==> src/rtl/lottery_scheduler_burst_weighted_core_macros.svh <==
// Assertion helpers; clk and arst_n must be visible at the point of use.
`ifndef LOTTERY_SCHEDULER_BURST_WEIGHTED_CORE_MACROS_SVH
`define LOTTERY_SCHEDULER_BURST_WEIGHTED_CORE_MACROS_SVH

// same-cycle implication
`define LSBW_ASSERT_IMP(name, ante, cons) \
	name: assert property (@(posedge clk) disable iff (!arst_n) (ante) |-> (cons)) \
		else $error("lsbw: same-cycle check failed");

// next-cycle implication
`define LSBW_ASSERT_NXT(name, ante, cons) \
	name: assert property (@(posedge clk) disable iff (!arst_n) (ante) |=> (cons)) \
		else $error("lsbw: next-cycle check failed");

`endif

==> src/rtl/lsbw_pkg.sv <==
package lsbw_pkg;

	localparam int IDX_W    = 3;
	localparam int BURST_W  = 16;
	localparam int TICKET_W = 7;

	localparam logic ACT_LOAD = 1'b0;
	localparam logic ACT_DRAW = 1'b1;

	typedef enum logic [3:0] {
		ST_IDLE,
		ST_SUM_RD,
		ST_SUM_ACC,
		ST_CHECK,
		ST_WALK_RD,
		ST_WALK_LD,
		ST_DIV,
		ST_CMP,
		ST_DONE
	} lsbw_state_t;

	typedef struct packed {
		logic start;
		logic load_wr;
		logic sum_acc;
		logic ptr_clr;
		logic ptr_inc;
		logic div_load;
		logic div_step;
		logic cmp;
		logic publish;
	} lsbw_cmd_t;

	typedef struct packed {
		logic last;
		logic total_zero;
		logic rem_zero;
		logic div_done;
		logic hit;
		logic out_free;
	} lsbw_sts_t;

endpackage

==> src/rtl/lsbw_item_if.sv <==
interface lsbw_item_if;
	import lsbw_pkg::*;

	logic                valid;
	logic                ready;
	logic                action;
	logic [IDX_W-1:0]    entry_index;
	logic [BURST_W-1:0]  burst_value;
	logic [TICKET_W-1:0] draw_ticket;

	modport source(output valid, action, entry_index, burst_value, draw_ticket, input ready);
	modport sink(input valid, action, entry_index, burst_value, draw_ticket, output ready);
endinterface

==> src/rtl/lsbw_result_if.sv <==
interface lsbw_result_if;
	import lsbw_pkg::*;

	logic               valid;
	logic               ready;
	logic               winner_found;
	logic [IDX_W-1:0]   winner_index;
	logic [BURST_W-1:0] winner_remaining;

	modport source(output valid, winner_found, winner_index, winner_remaining, input ready);
	modport sink(input valid, winner_found, winner_index, winner_remaining, output ready);
endinterface

==> src/rtl/lottery_scheduler_burst_weighted_core.sv <==
// Burst-weighted lottery scheduler.
// item channel (valid/ready): action 0 loads burst_value into entry
// entry_index (an index beyond the table is dropped); action 1 draws with
// draw_ticket. A load beat gives no result; a draw beat gives one result beat.
// result channel (valid/ready): winner_found, winner_index and the winner's
// count after its decrement; all zero when no ticket range holds the draw.
// A load is done in the cycle it is accepted. A draw sums the table entry
// by entry (read, then accumulate), then walks the entries: an entry with a
// zero count is read and skipped, and for each nonzero entry the share is
// found by a bit-serial restoring divider and compared with the ticket.
// One draw is in flight at a time.
// Reset clears the table to all zero through per-entry written flags; no
// sweep is needed and the block is ready at once.
// The result sits in an output register; a finished draw waits in the done
// state while the receiver stalls, and the next item is accepted once it is published.
`include "lottery_scheduler_burst_weighted_core_macros.svh"

module lottery_scheduler_burst_weighted_core #(
	parameter int PROCESS_COUNT = 8,
	parameter int TICKET_POOL   = 100
) (
	input logic          clk,
	input logic          arst_n,
	lsbw_item_if.sink    item,
	lsbw_result_if.source result
);
	import lsbw_pkg::*;

	lsbw_cmd_t cmd;
	lsbw_sts_t sts;

	lsbw_ctrl u_ctrl (
		.clk        (clk),
		.arst_n     (arst_n),
		.item_valid (item.valid),
		.item_action(item.action),
		.item_ready (item.ready),
		.sts        (sts),
		.cmd        (cmd)
	);

	lsbw_dp #(
		.PROCESS_COUNT(PROCESS_COUNT),
		.TICKET_POOL  (TICKET_POOL)
	) u_dp (
		.clk          (clk),
		.arst_n       (arst_n),
		.cmd          (cmd),
		.sts          (sts),
		.entry_index  (item.entry_index),
		.burst_value  (item.burst_value),
		.draw_ticket  (item.draw_ticket),
		.out_valid    (result.valid),
		.out_ready    (result.ready),
		.out_found    (result.winner_found),
		.out_index    (result.winner_index),
		.out_remaining(result.winner_remaining)
	);

	`LSBW_ASSERT_NXT(a_draw_busy, item.valid && item.ready && item.action == ACT_DRAW, !item.ready)
	`LSBW_ASSERT_IMP(a_publish_free, cmd.publish, !result.valid || result.ready)
	`LSBW_ASSERT_IMP(a_nowin_zero, result.valid && !result.winner_found,
		result.winner_index == '0 && result.winner_remaining == '0)
	`LSBW_ASSERT_IMP(a_hit_nonzero, cmd.cmp && sts.hit, !sts.total_zero)
endmodule

==> src/rtl/lsbw_ram.sv <==
module lsbw_ram #(
	parameter int WIDTH = 16,
	parameter int DEPTH = 8
) (
	input  logic                                   clk,
	input  logic                                   we,
	input  logic [((DEPTH > 1) ? $clog2(DEPTH) : 1)-1:0] waddr,
	input  logic [WIDTH-1:0]                       wdata,
	input  logic [((DEPTH > 1) ? $clog2(DEPTH) : 1)-1:0] raddr,
	output logic [WIDTH-1:0]                       rdata
);
	logic [WIDTH-1:0] mem [DEPTH];

	always_ff @(posedge clk) begin
		if (we) begin
			mem[waddr] <= wdata;
		end
		rdata <= mem[raddr];
	end
endmodule

==> src/rtl/lsbw_ctrl.sv <==
module lsbw_ctrl (
	input  logic              clk,
	input  logic              arst_n,
	input  logic              item_valid,
	input  logic              item_action,
	output logic              item_ready,
	input  lsbw_pkg::lsbw_sts_t sts,
	output lsbw_pkg::lsbw_cmd_t cmd
);
	import lsbw_pkg::*;

	lsbw_state_t state_q, state_d;

	always_ff @(posedge clk or negedge arst_n) begin
		if (!arst_n) begin
			state_q <= ST_IDLE;
		end else begin
			state_q <= state_d;
		end
	end

	always_comb begin
		state_d = state_q;
		unique case (state_q)
			ST_IDLE: begin
				if (item_valid && item_action == ACT_DRAW) state_d = ST_SUM_RD;
			end
			ST_SUM_RD:  state_d = ST_SUM_ACC;
			ST_SUM_ACC: state_d = sts.last ? ST_CHECK : ST_SUM_RD;
			ST_CHECK:   state_d = sts.total_zero ? ST_DONE : ST_WALK_RD;
			ST_WALK_RD: state_d = ST_WALK_LD;
			ST_WALK_LD: begin
				if (!sts.rem_zero) state_d = ST_DIV;
				else if (sts.last) state_d = ST_DONE;
				else state_d = ST_WALK_RD;
			end
			ST_DIV: begin
				if (sts.div_done) state_d = ST_CMP;
			end
			ST_CMP: state_d = (sts.hit || sts.last) ? ST_DONE : ST_WALK_RD;
			ST_DONE: begin
				if (sts.out_free) state_d = ST_IDLE;
			end
			default: state_d = ST_IDLE;
		endcase
	end

	always_comb begin
		cmd        = '0;
		item_ready = 1'b0;
		unique case (state_q)
			ST_IDLE: begin
				item_ready  = 1'b1;
				cmd.start   = item_valid && item_action == ACT_DRAW;
				cmd.load_wr = item_valid && item_action == ACT_LOAD;
			end
			ST_SUM_RD: ;
			ST_SUM_ACC: begin
				cmd.sum_acc = 1'b1;
				cmd.ptr_inc = !sts.last;
			end
			ST_CHECK:   cmd.ptr_clr = 1'b1;
			ST_WALK_RD: ;
			ST_WALK_LD: begin
				cmd.div_load = !sts.rem_zero;
				cmd.ptr_inc  = sts.rem_zero && !sts.last;
			end
			ST_DIV: cmd.div_step = 1'b1;
			ST_CMP: begin
				cmd.cmp     = 1'b1;
				cmd.ptr_inc = !sts.hit && !sts.last;
			end
			ST_DONE: cmd.publish = sts.out_free;
			default: ;
		endcase
	end
endmodule

==> src/rtl/lsbw_dp.sv <==
module lsbw_dp #(
	parameter int PROCESS_COUNT = 8,
	parameter int TICKET_POOL   = 100
) (
	input  logic                            clk,
	input  logic                            arst_n,
	input  lsbw_pkg::lsbw_cmd_t             cmd,
	output lsbw_pkg::lsbw_sts_t             sts,
	input  logic [lsbw_pkg::IDX_W-1:0]      entry_index,
	input  logic [lsbw_pkg::BURST_W-1:0]    burst_value,
	input  logic [lsbw_pkg::TICKET_W-1:0]   draw_ticket,
	output logic                            out_valid,
	input  logic                            out_ready,
	output logic                            out_found,
	output logic [lsbw_pkg::IDX_W-1:0]      out_index,
	output logic [lsbw_pkg::BURST_W-1:0]    out_remaining
);
	import lsbw_pkg::*;

	localparam int AW     = (PROCESS_COUNT > 1) ? $clog2(PROCESS_COUNT) : 1;
	localparam int QW     = $clog2(TICKET_POOL + 1);
	localparam int NUM_W  = BURST_W + QW;
	localparam int TOT_W  = BURST_W + $clog2(PROCESS_COUNT + 1);
	localparam int CNT_W  = $clog2(QW + 1);
	localparam int CMP_W  = (QW + 1 > TICKET_W) ? QW + 1 : TICKET_W;

	logic [AW-1:0]       ptr_q;
	logic [TOT_W-1:0]    total_q;
	logic [QW-1:0]       given_q;
	logic [TICKET_W-1:0] ticket_q;
	logic [TOT_W-1:0]    prem_q;
	logic [QW-1:0]       qsh_q;
	logic [CNT_W-1:0]    cnt_q;
	logic [BURST_W-1:0]  rem_q;
	logic                win_found_q;
	logic [IDX_W-1:0]    win_idx_q;
	logic [BURST_W-1:0]  win_rem_q;
	logic                out_valid_q;
	logic                out_found_q;
	logic [IDX_W-1:0]    out_idx_q;
	logic [BURST_W-1:0]  out_rem_q;
	logic [PROCESS_COUNT-1:0] vld_q;
	logic                vld_rd_q;

	logic [BURST_W-1:0]  rdata;
	logic [BURST_W-1:0]  rd_rem;
	logic [6:0]          idx_ext;
	logic [6:0]          ptr_ext;
	logic                in_range;
	logic                we;
	logic [AW-1:0]       waddr;
	logic [BURST_W-1:0]  wdata;
	logic [NUM_W-1:0]    prod;
	logic [TOT_W:0]      trial;
	logic                ge;
	logic [CMP_W-1:0]    tk_c, given_c, end_c;
	logic                hit;

	assign idx_ext  = 7'(entry_index);
	assign ptr_ext  = 7'(ptr_q);
	assign in_range = idx_ext < 7'(PROCESS_COUNT);
	assign rd_rem   = vld_rd_q ? rdata : '0;
	assign prod     = NUM_W'(rd_rem) * NUM_W'(TICKET_POOL);
	assign trial    = {prem_q, qsh_q[QW-1]};
	assign ge       = trial >= (TOT_W + 1)'(total_q);
	assign tk_c     = CMP_W'(ticket_q);
	assign given_c  = CMP_W'(given_q);
	assign end_c    = given_c + CMP_W'(qsh_q);
	assign hit      = (tk_c >= given_c) && (tk_c < end_c);

	assign we    = (cmd.load_wr && in_range) || (cmd.cmp && hit);
	assign waddr = cmd.load_wr ? idx_ext[AW-1:0] : ptr_q;
	assign wdata = cmd.load_wr ? burst_value : rem_q - BURST_W'(1);

	lsbw_ram #(
		.WIDTH(BURST_W),
		.DEPTH(PROCESS_COUNT)
	) u_ram (
		.clk  (clk),
		.we   (we),
		.waddr(waddr),
		.wdata(wdata),
		.raddr(ptr_q),
		.rdata(rdata)
	);

	// per-entry written flags stand in for clearing the table at reset
	always_ff @(posedge clk or negedge arst_n) begin
		if (!arst_n) begin
			vld_q       <= '0;
			out_valid_q <= 1'b0;
		end else begin
			if (we) vld_q[waddr] <= 1'b1;
			if (cmd.publish) out_valid_q <= 1'b1;
			else if (out_ready) out_valid_q <= 1'b0;
		end
	end

	always_ff @(posedge clk) begin
		vld_rd_q <= vld_q[ptr_q];

		if (cmd.start || cmd.ptr_clr) ptr_q <= '0;
		else if (cmd.ptr_inc) ptr_q <= ptr_q + AW'(1);

		if (cmd.start) begin
			total_q     <= '0;
			given_q     <= '0;
			ticket_q    <= draw_ticket;
			win_found_q <= 1'b0;
			win_idx_q   <= '0;
			win_rem_q   <= '0;
		end else begin
			if (cmd.sum_acc) total_q <= total_q + TOT_W'(rd_rem);
			if (cmd.cmp) begin
				if (hit) begin
					win_found_q <= 1'b1;
					win_idx_q   <= ptr_ext[IDX_W-1:0];
					win_rem_q   <= rem_q - BURST_W'(1);
				end else begin
					given_q <= QW'(end_c);
				end
			end
		end

		// restoring divide, quotient bits shift in below the dividend low bits
		if (cmd.div_load) begin
			rem_q  <= rd_rem;
			prem_q <= TOT_W'(prod[NUM_W-1:QW]);
			qsh_q  <= prod[QW-1:0];
			cnt_q  <= CNT_W'(QW);
		end else if (cmd.div_step) begin
			prem_q <= ge ? TOT_W'(trial - (TOT_W + 1)'(total_q)) : TOT_W'(trial);
			qsh_q  <= {qsh_q[QW-2:0], ge};
			cnt_q  <= cnt_q - CNT_W'(1);
		end

		if (cmd.publish) begin
			out_found_q <= win_found_q;
			out_idx_q   <= win_idx_q;
			out_rem_q   <= win_rem_q;
		end
	end

	assign sts.last       = ptr_q == AW'(PROCESS_COUNT - 1);
	assign sts.total_zero = total_q == '0;
	assign sts.rem_zero   = rd_rem == '0;
	assign sts.div_done   = cnt_q == CNT_W'(1);
	assign sts.hit        = hit;
	assign sts.out_free   = !out_valid_q || out_ready;

	assign out_valid     = out_valid_q;
	assign out_found     = out_found_q;
	assign out_index     = out_idx_q;
	assign out_remaining = out_rem_q;
endmodule
==> src/flat_wrapper.sv <==
// flat-port wrapper written by rule: the top's interface ports become plain ports
module lottery_scheduler_burst_weighted_core_flat import lsbw_pkg::*;
#(
	parameter int PROCESS_COUNT = 8,
	parameter int TICKET_POOL   = 100
)
  (clk, arst_n, item_valid, item_action, item_entry_index, item_burst_value, item_draw_ticket, item_ready, result_valid, result_winner_found, result_winner_index, result_winner_remaining, result_ready);
  lsbw_item_if item_i ();
  lsbw_result_if result_i ();
  input logic clk;
  input logic arst_n;
  input wire logic [$bits(item_i.valid)-1:0] item_valid;
  input wire logic [$bits(item_i.action)-1:0] item_action;
  input wire logic [$bits(item_i.entry_index)-1:0] item_entry_index;
  input wire logic [$bits(item_i.burst_value)-1:0] item_burst_value;
  input wire logic [$bits(item_i.draw_ticket)-1:0] item_draw_ticket;
  output wire logic [$bits(item_i.ready)-1:0] item_ready;
  output wire logic [$bits(result_i.valid)-1:0] result_valid;
  output wire logic [$bits(result_i.winner_found)-1:0] result_winner_found;
  output wire logic [$bits(result_i.winner_index)-1:0] result_winner_index;
  output wire logic [$bits(result_i.winner_remaining)-1:0] result_winner_remaining;
  input wire logic [$bits(result_i.ready)-1:0] result_ready;
  assign item_i.valid = item_valid;
  assign item_i.action = item_action;
  assign item_i.entry_index = item_entry_index;
  assign item_i.burst_value = item_burst_value;
  assign item_i.draw_ticket = item_draw_ticket;
  assign item_ready = item_i.ready;
  assign result_valid = result_i.valid;
  assign result_winner_found = result_i.winner_found;
  assign result_winner_index = result_i.winner_index;
  assign result_winner_remaining = result_i.winner_remaining;
  assign result_i.ready = result_ready;
  lottery_scheduler_burst_weighted_core #(.PROCESS_COUNT(PROCESS_COUNT), .TICKET_POOL(TICKET_POOL)) u_core (.clk(clk), .arst_n(arst_n), .item(item_i), .result(result_i));
endmodule
==> config.mk <==
export PLATFORM = sky130hd
export DESIGN_NAME = lottery_scheduler_burst_weighted_core_flat
export DESIGN_NICKNAME = d
export VERILOG_FILES = /design/src/rtl/lsbw_pkg.sv /design/src/rtl/lsbw_item_if.sv /design/src/rtl/lsbw_result_if.sv /design/src/rtl/lottery_scheduler_burst_weighted_core.sv /design/src/rtl/lsbw_ram.sv /design/src/rtl/lsbw_ctrl.sv /design/src/rtl/lsbw_dp.sv /design/src/flat_wrapper.sv
export VERILOG_INCLUDE_DIRS = /design/src /design/src/rtl
export SDC_FILE = /design/constraint.sdc
export NUM_CORES = 1
export LEC_CHECK = 0
export ABC_AREA = 1
export BUFFER_PORTS_ARGS = -buffer_cell sky130_fd_sc_hd__clkbuf_2
export CELL_PAD_IN_SITES_DETAIL_PLACEMENT = 1
export CELL_PAD_IN_SITES_GLOBAL_PLACEMENT = 1
export CORE_UTILIZATION = 30
export CTS_CLUSTER_DIAMETER = 120
export CTS_CLUSTER_SIZE = 24
export DETAILED_ROUTE_END_ITERATION = 12
export GPL_ROUTABILITY_DRIVEN = 0
export PLACE_DENSITY = 0.64
export RECOVER_POWER = 25
export SLEW_MARGIN = 20
export SYNTH_ARGS = -nofsm -noshare
export SYNTH_HDL_FRONTEND = slang
export SYNTH_SLANG_ARGS = --single-unit
==> constraint.sdc <==
create_clock -name clk -period 8.3 [get_ports clk]
set_clock_uncertainty 0.1 [all_clocks]
set_input_delay 0.83 -clock clk [delete_from_list [all_inputs] [get_ports clk]]
set_output_delay 0.83 -clock clk [all_outputs]
set_load 0.05 [all_outputs]
### Word level (Yosys, flattened, before mapping)

Memory sizes are Yosys's and may differ from the RTL's. A register that Yosys moved wholly into a read port is not among the register bits.
Cells that the tools add are included.

* add/sub/neg operators: 6
* muxes and demuxes: 34
* magnitude comparators: 7
* reductions and logical operators: 24
* eq/ne operators: 13
* bitwise logic cells: 3
* multiply operators: 1

Operators with widths (number)
* $mux W16: 4
* $pmux W4 S9: 1
* $mux W4: 7
* $ge A21 B20 Y1: 1
* $mul A16 B5 Y21 const B: 1
* $add A20 B16 Y20: 1
* $logic_not A20 Y1: 1
* $mux W20: 1
* $sub A20 B20 Y20: 1
* $eq A4 B3 Y1 const B: 4
* $logic_not A16 Y1: 1
* $sub A16 B1 Y16 const B: 1
* $mux W7: 2
* $mux W1: 13
* $lt A3 B4 Y1 const B: 3
* $add A7 B7 Y8: 1
* $eq A4 B2 Y1 const B: 2
* $logic_and A1 B1 Y1: 8
* $lt A7 B8 Y1: 1
* $or A8 B8 Y8: 1
* $ge A7 B7 Y1: 1
* $eq A4 B1 Y1 const B: 1
* $eq A4 B4 Y1 const B: 1
* $logic_not A1 Y1: 4
* other kinds (18): 26

* output and inout port bits: 22
* bits in writable memories: 128
* input bits: 31
* register bits: 137
* logic and storage cells: 109
* memories: 1

Memories
* u_core.u_dp.u_ram.mem: depth 8, width 16, read ports 1, clocked after memory_dff 1, wr ports 1, RTL line lsbw_ram.sv:12 `logic [WIDTH-1:0] mem [DEPTH];`

### Depth between registers and ports, before layout

Gate-level depths: netlist of run 1.

* depth in word-level cells: 9
* depth in mapped cells: 19
* mapped depth without buffers: 18

### Modules after synthesis

A second synthesis of run 1 with hierarchy kept.

* cell total of the unflattened synthesis: 2170
* area, all modules: 16791.1 µm²

By module, submodules not included
* lsbw_dp: instances 1, sequential area each 3348.2 µm², cells each 1521, area each 10436.3 µm²
* lsbw_ram: instances 1, sequential area each 4164.0 µm², cells each 587, area each 5989.5 µm²
* lsbw_ctrl: instances 1, sequential area each 100.1 µm², cells each 62, area each 365.4 µm²

### Least setup slack after synthesis of run 1

OpenSTA, ideal clock, no wires.

* kind: flip-flop to flip-flop
* from: register u_core.u_dp.vld_rd_q
* to: register u_core.u_dp.prem_q[9] (data pin)
* clock period less this slack: 3.774 ns
* arrival time: 3.420 ns
* buffers on the path: 2
* cell stages (with the launch flop): 19
* data required time: 7.946 ns
* setup slack: 4.526 ns
* library setup time: 0.254 ns
* path through: dfxtp_1 -> clkbuf_1 -> clkbuf_1 -> nand2_1 -> inv_1 -> ha_1 -> ha_1 -> inv_1 -> fa_1 -> inv_1 -> ha_1 -> nand3_1 -> nand2_1 -> a21boi_0 -> o21ai_0 -> a21oi_1 -> or2_2 -> nand3_1 -> nand2_1

* cells in the longest elaborated chain, start to end: 5
* elaborated cells between the ends (all ways): 6
* classes of those cells: 1 x mul; 3 x mux; 2 x reduce/logical

Ends and longest elaborated chain
* start, declared: RTL line lsbw_dp.sv:43 `logic vld_rd_q;`
* start signal, assigned: RTL line lsbw_dp.sv:100 `vld_rd_q <= vld_q[ptr_q];`
* $mux W16 *: RTL line lsbw_dp.sv:62 `assign rd_rem = vld_rd_q ? rdata : '0;`
* via u_core.u_dp.rd_rem[3]: RTL line lsbw_dp.sv:46 `logic [BURST_W-1:0] rd_rem;`
* branches (longest 3 deep; another with $mul A16 B5 Y21)
* $mux W16 *: RTL line lsbw_dp.sv:126 `if (cmd.div_load) begin`
* end signal, assigned: RTL line lsbw_dp.sv:128 `prem_q <= TOT_W'(prod[NUM_W-1:QW]);`
* end signal, assigned: RTL line lsbw_dp.sv:132 `prem_q <= ge ? TOT_W'(trial - (TOT_W + 1)'(total_q)) : TOT_W'(trial);`
* end, declared: RTL line lsbw_dp.sv:31 `logic [TOT_W-1:0] prem_q;`

Mark *: on every way through the listed nets, which the timed path passes.
A chain may end at the register's enable or synchronous reset.

### Final worst setup path of run 1

* from: register u_core.u_ctrl.state_q[2]
* to: memory u_core.u_dp.u_ram.mem[5][0], enable pin

* cells in the longest elaborated chain, start to end: 6
* elaborated cells between the ends (all ways): 10
* classes of those cells: 1 x eq/ne; 5 x mux; 4 x reduce/logical

Ends and longest elaborated chain
* start, declared: RTL line lsbw_ctrl.sv:12 `lsbw_state_t state_q, state_d;`
* start signal, assigned: RTL line lsbw_ctrl.sv:18 `state_q <= state_d;`
* $eq A4 B3 Y1 / $logic_not A4 Y1 (equally long branches): RTL line lsbw_ctrl.sv:51 `unique case (state_q)`
* $mux W1 / $mux W2 (equally long branches): RTL line lsbw_ctrl.sv:51
* $logic_and A1 B1 Y1: RTL line lsbw_dp.sv:71 `assign we = (cmd.load_wr && in_range) || (cmd.cmp && hit);`
* $logic_or A1 B1 Y1: RTL line lsbw_dp.sv:71
* $mux W1: RTL line lsbw_ram.sv:15 `if (we) begin`
* $mux W1 (not written as such): RTL line lsbw_ram.sv:16 `mem[waddr] <= wdata;`
* end, declared: RTL line lsbw_ram.sv:12

Parallel ways exist; a longest one is shown, timed or not.

==> results.md, run 1 <==
* Netlist area before placement at 0.0156 sq mm
* Port Buffer Count at 52
* Drt first-iter violations at 683
* Diode count at 0
* Area growth syn-to-layout at 9.06%
* # Post-CTS Setup Buffers at 0
* Yosys warning count at 0
* RSZ-0062 raised after global routing: no
* Clk Latency, worst-skew pair at 0.52 ns
* Tmin final at 4.48 ns
* Flops & latches, synth at 281
* Status: finished, violations left
* Htree depth at 1
* R2R depth at 10
* Post-DRT Antenna Nets at 0
* Finished Cell Area at 0.0170 sq mm
* WP data required at 8.42 ns
* Clock sinks at 281
* DR vias at 11974
* Placed cell areas at 0.0166 sq mm
* Average wire per standard cell at 18.2 um
* Worst-margin pin slew at 1.55 ns
* Worst setup SP type: register
* DRC viols at 0
* Number of cell rows at 83
* Max Transition Viols Final at 27
* Footprint of the multi-input gates at 0.00695 sq mm
* Final setup fails at 0
* Register area at 0.00761 sq mm
* Final WL at 44.5 mm
* Yosys cell types at 49
* Reg clk slew, reported paths at 0.10 ns
* Post-CTS Hold Buffers at 0
* CTS tree: yes
* Num CTS Buffers at 15
* Max Cap Viol at 1
* Failing checks: max-capacitance violations, max-slew violations
* Max-slew headroom at -3.88%
* Post-DP HPWL at 33.2 mm
* Min setup slack post-route at 3.82 ns
* CP Class: register to register
* Cts repair resizes at 0
* Fraction of layout cells with a size suffix above 1 at 5.78%
* Setup_tns at 0 ns
* Number of global-route vias before repair at 12718
* Tot GR Track Use at 16.9%
* Commonest non-fill, non-tap cells in the layout: 302 x nand2_1, 211 x nor2_1, 204 x inv_1, 192 x edfxtp_1
* Highest Clock Rate at 223 MHz
* Hold-critical path depth at 0
* Final Cycle Share at 54.0%
* Mapped Nets at 1885
* CTS max path bufs at 3
* Largest net degree at the start of global routing at 72
* Clock root buffer: clkbuf_16
* Ports at 53
* Number of antenna violations at the first check in global routing at 0
* Initial Utilization at 30.4%
* Final net count at 1924
* Crit-path max FO at 26
* Die extent in y at 230 um
* Worst slack at placement at 3.82 ns
* Hold crit path type: register to register
* Die area at 0.0528 sq mm
* Filler instances at 6103
* DRT Pass-1 Iters at 4
* First-pass GRT wire length at 70.2 mm
* Global route total overflow at 0
* Die width at 230 um
* CP Data Arrival Time at 4.60 ns
* Vias per Instance at 4.90
* Commonest non-fill, non-tap cell in the layout: nand2_1
* Cells after Synth at 1718
* Mean Syn Cell Area at 9.07 sq um
* Register area share after synthesis at 48.9%
* Hold_ws at 0.336 ns
* Crit path capture type: register
* Core Region at 0.0513 sq mm
* Final hold vios at 0
-- cell usage after synthesis, drive strengths merged --
cell type,count,area share (%)
edfxtp,192,37
and2,2,0.080
nor3,19,0.64
fa,14,1.8
a22o,2,0.11
or2,8,0.32
o2111ai,1,0.056
xor2,18,1.0
a31oi,19,0.76
dfxtp,76,9.8
o21a,3,0.14
nor2,219,5.5
a21oi,108,3.5
nand2,305,7.4
nand4,22,1.2
a211oi,1,0.048
o311ai,2,0.11
nand3,75,2.5
nand3b,6,0.37
mux2,13,0.94
a21boi,4,0.19
xnor2,22,1.2
a21o,12,0.58
buf,12,0.50
o21bai,12,0.58
o211ai,9,0.43
o22ai,16,0.64
nor4,6,0.24
dfrtp,13,2.1
clkinv,4,0.096
a22oi,3,0.14
inv,208,5.0
ha,122,9.8
o21ai,136,4.5
clkbuf,34,0.82
-- through the flow --
stage	utilization, %	instances
2_1_floorplan	-	1718
3_3_place_gp	32.4	2420
3_5_place_dp	32.4	2420
4_1_cts	33.2	2446
5_1_grt	33.1	2446
6_report	33.1	2446
-- critical path: stages, from the launching register on --
cell and delay (ns):
dfrtp_1 0.42, nor2_2 0.17, inv_1 0.08, nor2_1 0.23, nand3b_1 1.09, o21ai_2 0.65
inv_1 0.12, nor2_1 0.18, nand2_1 0.10, nor2_1 0.67, buf_4 0.33
-- path summary, 6_finish.rpt --
kind,startpoint,endpoint,slack [ns]
min in group asynchronous,arst_n,u_core.u_ctrl.state_q[3],0.35
max,u_core.u_ctrl.state_q[2],u_core.u_dp.u_ram.mem[5][0],3.82
max in group asynchronous,arst_n,u_core.u_dp.out_valid,7.14
max reg2reg,u_core.u_ctrl.state_q[2],u_core.u_dp.u_ram.mem[5][0],3.82
min reg2reg,u_core.u_dp.win_idx_q[2],u_core.u_dp.out_index[2],0.34
min,u_core.u_dp.win_idx_q[2],u_core.u_dp.out_index[2],0.34
-- cell type report --
cell class	instances	area share (%)
inverter	212	4.68
clock inverter	2	0.103
multi-input combinational	1179	40.9
tap	680	5.01
timing repair buffer	68	2.08
sequential	281	44.8
clock buffer	24	2.41
-- cell families after synthesis --
logic type	count (synthesis)	share of synthesized area, %
buffers and inverters	258	6.43
AND/OR/NAND/NOR	662	18.2
multiplexers	13	0.940
AO/OA/AOI/OAI	328	11.7
flip-flops	281	48.9
adder cells (fa/ha/maj)	136	11.6
XOR/XNOR	40	2.25
-- per-layer routing --
metal / wire length [um] / track usage [%]
met1: 20500 / 21.8
met2: 21700 / 29.7
met3: 1280 / 1.85
met4: 946 / 4.22
met5: 0 / 0
-- flip-flops by register name, summed over array words and instances, names as in the netlist, 3 cells and up --
name and count:
u_core.u_dp.u_ram.rdata 16, u_core.u_dp.qsh_q 7, u_core.u_dp.ptr_q 3, u_core.u_dp.total_q 20
u_core.u_dp.cnt_q 3, u_core.u_dp.out_index 3, u_core.u_dp.out_remaining 16, u_core.u_dp.rem_q 16
u_core.u_dp.vld_q 8, u_core.u_dp.ticket_q 7, u_core.u_dp.u_ram.mem 128, u_core.u_ctrl.state_q 4
u_core.u_dp.win_idx_q 3, u_core.u_dp.win_rem_q 16, u_core.u_dp.prem_q 20, u_core.u_dp.given_q 7
Power of run 1 is not shown: default switching activity piles up to over one toggle a cycle in this logic, so the estimate is an artifact.
==> run 2: changes to the inputs <==
- PLACE_DENSITY: 0.64 -> 0.66
- clock period: 8.3 -> 3.9 ns (I/O delays scaled with it)
==> run 2 against run 1 <==
  * The flow still finishes with violations (max-capacitance violations, max-slew violations)
  * Highest routed layer unchanged
  * Critical path depth increased by 6
  * Via count rose by 0.55%
  * Utilization up 0.54 points
  * Design area rose by 1.6%
  * Sequential share of layout area is 0.69 points lower
==> results.md, run 2 (synthesis results as in run 1) <==
* Area growth syn-to-layout at 10.8%
* Commonest non-fill, non-tap cell in the layout: nand2_1
* Diode count at 0 (unchanged)
* Final Cycle Share at 93.2% (+39 points)
* Filler instances at 6078 (-0.41%)
* Die area at 0.0528 sq mm (unchanged)
* CTS tree: yes
* Final hold vios at 0 (unchanged)
* Top flop regs: u_core.u_dp.u_ram.mem (128), u_core.u_dp.prem_q (20), u_core.u_dp.total_q (20)
* Die extent in y at 230 um (unchanged)
* CP Class: register to register
* Commonest non-fill, non-tap cells in the layout: 302 x nand2_1, 213 x nor2_1, 200 x inv_1, 192 x edfxtp_1, 122 x ha_1
* Ports at 53 (unchanged)
* Crit path capture type: register
* Tmin final at 3.63 ns (-0.847 ns)
* CTS max path bufs at 3 (unchanged)
* Status: finished, violations left
* CP Data Arrival Time at 3.83 ns (-0.77 ns)
* Clk Latency, worst-skew pair at 0.53 ns (about the same)
* Max Cap Viol at 1 (unchanged)
* Tot GR Track Use at 17.0% (+0.19 points)
* Post-DP HPWL at 33.6 mm (+1.2%)
* Footprint of the multi-input gates at 0.00696 sq mm (+0.11%)
* Vias per Instance at 4.88 (-0.35%)
* Htree depth at 1 (unchanged)
* DRT Pass-1 Iters at 5 (+1)
* Clock root buffer: clkbuf_16
* Average wire per standard cell at 18.2 um (about the same)
* Busiest metal layer after global routing: met2
* Max-slew headroom at -52.3% (-48 points)
* Drt first-iter violations at 737 (+7.9%)
* Number of antenna violations at the first check in global routing at 1 (+1)
* Initial Utilization at 30.4% (unchanged)
* Register area at 0.00762 sq mm (about the same)
* Met1 Use GR at 23.2% (+1.4 points)
* Final WL at 44.9 mm (+0.93%)
* Final net count at 1945 (+1.1%)
* Setup_tns at 0 ns (unchanged)
* Crit-path max FO at 9 (-65%)
* Clock sinks at 281 (unchanged)
* Reg clk slew, reported paths at 0.10 ns (about the same)
* Largest register FFs at 128 (unchanged)
* Post-DRT Antenna Nets at 0 (unchanged)
* Core Region at 0.0513 sq mm (unchanged)
* Worst-margin pin slew at 2.28 ns (+0.731 ns)
* Worst setup SP type: register
* Die width at 230 um (unchanged)
* Worst R2R Setup Slack at 0.27 ns (-3.55 ns)
* Num CTS Buffers at 16 (+1)
* Global-route met2 utilization at 29.3% (-0.42 points)
* DR vias at 12040 (+0.55%)
* Highest Clock Rate at 275 MHz (+23%)
* Fraction of layout cells with a size suffix above 1 at 6.49% (+0.71 points)
* WP data required at 4.09 ns (-4.33 ns)
* Hold crit path type: primary input to register
* Number of global-route vias before repair at 12667 (-0.40%)
* Failing checks: max-capacitance violations, max-slew violations
* GRT met3 Usage at 1.55% (-0.30 points)
* DRC viols at 0 (unchanged)
* First-pass GRT wire length at 70.8 mm (+0.95%)
* Global route total overflow at 0 (unchanged)
* Number of cell rows at 83 (unchanged)
* Max Transition Viols Final at 52 (+93%)
* Final setup fails at 0 (unchanged)
* RSZ-0062 raised after global routing: no
* Port Buffer Count at 52 (unchanged)
* Largest net degree at the start of global routing at 71 (-1.4%)
* Biggest register: u_core.u_dp.u_ram.mem
==> run 2: changes by cell type in the layout (fill, tap and decap cells not counted), moves of 3 or more <==
cell,before,now
buf_12,0,3
inv_1,204,200
buf_4,16,21
dlygate4sd3_1,0,9
clkbuf_1,31,34
inv_2,4,7
==> run 2: layout make-up <==
cell class | instances | share of cell area [%]
clock buffers | 25 | 2.51
clock inverters | 3 | 0.333
inverters | 212 | 4.61
multi-input cells | 1179 | 40.3
flip-flops and latches | 281 | 44.1
well taps | 680 | 4.93
repair buffers | 88 | 3.20
==> run 2: final timing paths <==
path | startpoint | endpoint | cells past startpoint
worst max register to register | u_core.u_dp.vld_rd_q | u_core.u_dp.prem_q[12] | 16
max in group asynchronous | arst_n | u_core.u_dp.vld_q[7] | 2
min in group asynchronous | arst_n | u_core.u_dp.vld_q[3] | 2
worst max-delay path | u_core.u_dp.vld_rd_q | u_core.u_dp.prem_q[12] | 16
worst min-delay path | item_action | u_core.u_ctrl.state_q[0] | 5
worst min register to register | u_core.u_dp.win_rem_q[1] | u_core.u_dp.out_remaining[1] | 0
==> run 2: metrics by stage <==
step           area [sq um]  setup WS, ns  hold WS (ns)  cells  util (%)
3_5_place_dp          16700        0.0744         0.251   2429      32.6
6_report              17300         0.266        0.0877   2468      33.7
2_1_floorplan         15600         0.126      -0.00559   1718         -
5_1_grt               17300       0.00460         0.126   2468      33.7
4_1_cts               17300        0.0480        0.0641   2466      33.7
3_3_place_gp          16700         0.123         0.249   2429      32.6
==> run 2: layer usage <==
| layer | up-vias | share of wire [%] |
|---|---|---|
| met5 | - | 0 |
| met3 | 43 | 2.6 |
| met4 | 0 | 1.7 |
| li1 | 5929 | - |
| met1 | 5938 | 48 |
| met2 | 130 | 48 |
==> run 2: timing repair <==
action	4_1_cts	5_1_grt
endpoints found under the hold margin	21	0
setup endpoints to repair	0	7
buffers inserted	0	2
resized for setup	0	8
hold buffers	9	0
==> run 2: critical path: stages, from the launching register on <==
cell and delay [ns]:
dfxtp_4 0.40, buf_4 0.17, nand2_1 0.15, ha_1 0.34, ha_1 0.28, inv_1 0.06
fa_1 0.50, inv_1 0.04, ha_1 0.35, a21oi_1 0.20, o21ai_0 0.14, nand2_1 0.08
nand3_1 0.15, nand2_1 0.11, nand3_1 0.09, o21ai_0 0.17, nand2_1 0.07
Power of run 2 is left out for the same reason.
==> run 3: changes to the inputs <==
==> constraint.sdc (replaced) <==
create_clock -name clk -period 3.9 [get_ports clk]
set_clock_uncertainty 0.1 [all_clocks]
set_input_delay 0.195 -clock clk [delete_from_list [all_inputs] [get_ports clk]]
set_output_delay 0.195 -clock clk [all_outputs]
set_load 0.05 [all_outputs]
==> run 3 against run 2 <==
  * The run now ends clean
  * Count of clock-buffer cells in the layout did not move
  * Worst setup slack got worse by 0.0055 ns
  * Wire length rose by 0.42%
  * Sequential share of layout area fell by 0.33 points
  * Via count rose by 0.57%
  * Non-clock buffer count rose by 13
  * Cell count rose by 0.53%
  * Critical path depth rose by 2
  * Design area rose by 0.75%
  * Global-route usage rose by 0.064 points
  * First-iteration DRC count fell by 7.3%
  * Maximum frequency fell by 0.15%
==> results.md, run 3 (synthesis results as in run 1) <==
* Status: finished clean
* CTS max path bufs at 3 (unchanged)
* Core Region at 0.0513 sq mm (unchanged)
* CP Data Arrival Time at 3.75 ns (-0.08 ns)
* Global-route met2 utilization at 29.4% (+0.11 points)
* Tmin final at 3.64 ns (+0.00553 ns)
* Worst R2R End: u_core.u_dp.u_ram.mem[5][14]
* Final WL at 45.1 mm (+0.42%)
* Worst R2R Setup Slack at 0.26 ns (about the same)
* Final hold vios at 0 (unchanged)
* WP data required at 4.01 ns (-0.08 ns)
* R2R depth at 18 (+2)
* Drt first-iter violations at 683 (-7.3%)
* Crit path capture type: register
* Diode count at 0 (unchanged)
* Largest net degree at the start of global routing at 71 (unchanged)
* Commonest non-fill, non-tap cells in the layout: 302 x nand2_1, 213 x nor2_1, 200 x inv_1, 192 x edfxtp_1, 122 x ha_1
* Hold Path Sink: u_core.u_dp.u_ram.mem[5][6]
* Clock root buffer: clkbuf_16
* Area growth syn-to-layout at 11.7%
* Met1 Use GR at 23.3% (+0.092 points)
* Number of global-route vias before repair at 12716 (+0.39%)
* Fraction of layout cells with a size suffix above 1 at 6.39% (-0.10 points)
* Max Cap Viol at 0 (-1)
* Global route total overflow at 0 (unchanged)
* Htree depth at 1 (unchanged)
* Vias per Instance at 4.88 (about the same)
* Busiest metal layer after global routing: met2
* Worst setup startpoint: u_core.u_dp.given_q[0]
* Die area at 0.0528 sq mm (unchanged)
* Average wire per standard cell at 18.2 um (-0.11%)
* DRC viols at 0 (unchanged)
* Max-slew headroom at 23.0% (+75 points)
* Setup_tns at 0 ns (unchanged)
* Crit-path max FO at 16 (+7)
* Die width at 230 um (unchanged)
* Highest Clock Rate at 275 MHz (-0.15%)
* Worst reg2reg path startpoint: u_core.u_dp.given_q[0]
* CTS tree: yes
* Post-DRT Antenna Nets at 0 (unchanged)
* DR vias at 12109 (+0.57%)
* Number of antenna violations at the first check in global routing at 1 (unchanged)
* Final net count at 1958 (+0.67%)
* GRT met3 Usage at 1.55% (unchanged)
* Port Buffer Count at 52 (unchanged)
* CP Class: register to register
* Reg clk slew, reported paths at 0.10 ns (about the same)
* Worst setup SP type: register
* RSZ-0062 raised after global routing: no
* Die extent in y at 230 um (unchanged)
* Top flop regs: u_core.u_dp.u_ram.mem (128), u_core.u_dp.prem_q (20), u_core.u_dp.total_q (20)
* Hold crit path type: primary input to register
* Worst-margin pin slew at 1.16 ns (-1.13 ns)
* HP Start: item_burst_value[6]
* Initial Utilization at 30.4% (unchanged)
* Final setup fails at 0 (unchanged)
* First-pass GRT wire length at 71.1 mm (+0.38%)
* Final Cycle Share at 93.3% (+0.14 points)
* Biggest register: u_core.u_dp.u_ram.mem
* Post-DP HPWL at 33.6 mm (unchanged)
* Hold-critical path depth at 2 (-3)
* Max Transition Viols Final at 0 (-100%)
* Tot GR Track Use at 17.1% (+0.064 points)
* Largest register FFs at 128 (unchanged)
* Number of cell rows at 83 (unchanged)
* Clock sinks at 281 (unchanged)
* Clk Latency, worst-skew pair at 0.53 ns (about the same)
* Ports at 53 (unchanged)
* Num CTS Buffers at 16 (unchanged)
* DRT Pass-1 Iters at 5 (unchanged)
* Commonest non-fill, non-tap cell in the layout: nand2_1
[run 3: cell types whose count changed in the layout (fill, tap and decap cells not counted), sizes merged]
cell,before,now
dlygate4sd3,9,22
[run 3: worst max-delay path by stage]
| stage | endpoint | slack [ns] | cells after the start |
|---|---|---|---|
| CTS | u_core.u_dp.prem_q[13] | 0.05 | 16 |
| floorplan | u_core.u_dp.prem_q[9] | 0.13 | 18 |
| detailed placement | u_core.u_dp.prem_q[9] | 0.07 | 16 |
| global placement | u_core.u_dp.prem_q[9] | 0.12 | 16 |
| global route | u_core.u_dp.prem_q[13] | 0.005 | 16 |
| finish | u_core.u_dp.u_ram.mem[5][14] | 0.26 | 18 |
[run 3: layout make-up]
class                   count  area, sq um
inverters                 212          796
flip-flops and latches    281         7620
multi-input cells        1179         6960
clock inverters             3         57.6
well taps                 680          851
fillers                  6078        33900
repair buffers            101          682
clock buffers              25          434
[run 3: per-stage QoR]
stage                     cells  cell area, sq um  hold WS [ns]  utilization [%]  worst slack [ns]
after floorplan            1718             15600        -0.201                -             0.126
after global placement     2429             16700        0.0543             32.6             0.123
after detailed placement   2429             16700        0.0557             32.6            0.0744
after CTS                  2479             17400       0.00718             34.0            0.0480
after global routing       2481             17400        0.0292             33.9           0.00460
final                      2481             17400        0.0248             33.9             0.260
[run 3: critical path: stages, from the launching register on]
cell and delay, ns:
dfxtp_1 0.35, ha_1 0.23, fa_1 0.41, nand3_1 0.11, nand2_1 0.09, nand2_1 0.07
nand2_1 0.06, a21oi_1 0.15, and2_1 0.17, nor2_1 0.06, ha_1 0.27, inv_1 0.08
o21bai_1 0.08, nand3_1 0.15, nand4_4 0.19, nand2_1 0.17, inv_1 0.16, nor2_1 0.12
buf_4 0.31
[run 3: layer usage]
layer / vias to the layer above / routed length, um
met5: - / 0
met4: 0 / 778
met3: 45 / 998
met2: 132 / 21600
met1: 5985 / 21700
li1: 5947 / -
[run 3: repair_timing]
action,4_1_cts,5_1_grt
hold buffers,22,0
buffers inserted,0,2
setup endpoints to repair,0,7
endpoints found under the hold margin,81,0
gates resized for setup,0,8
Power of run 3 is left out for the same reason.
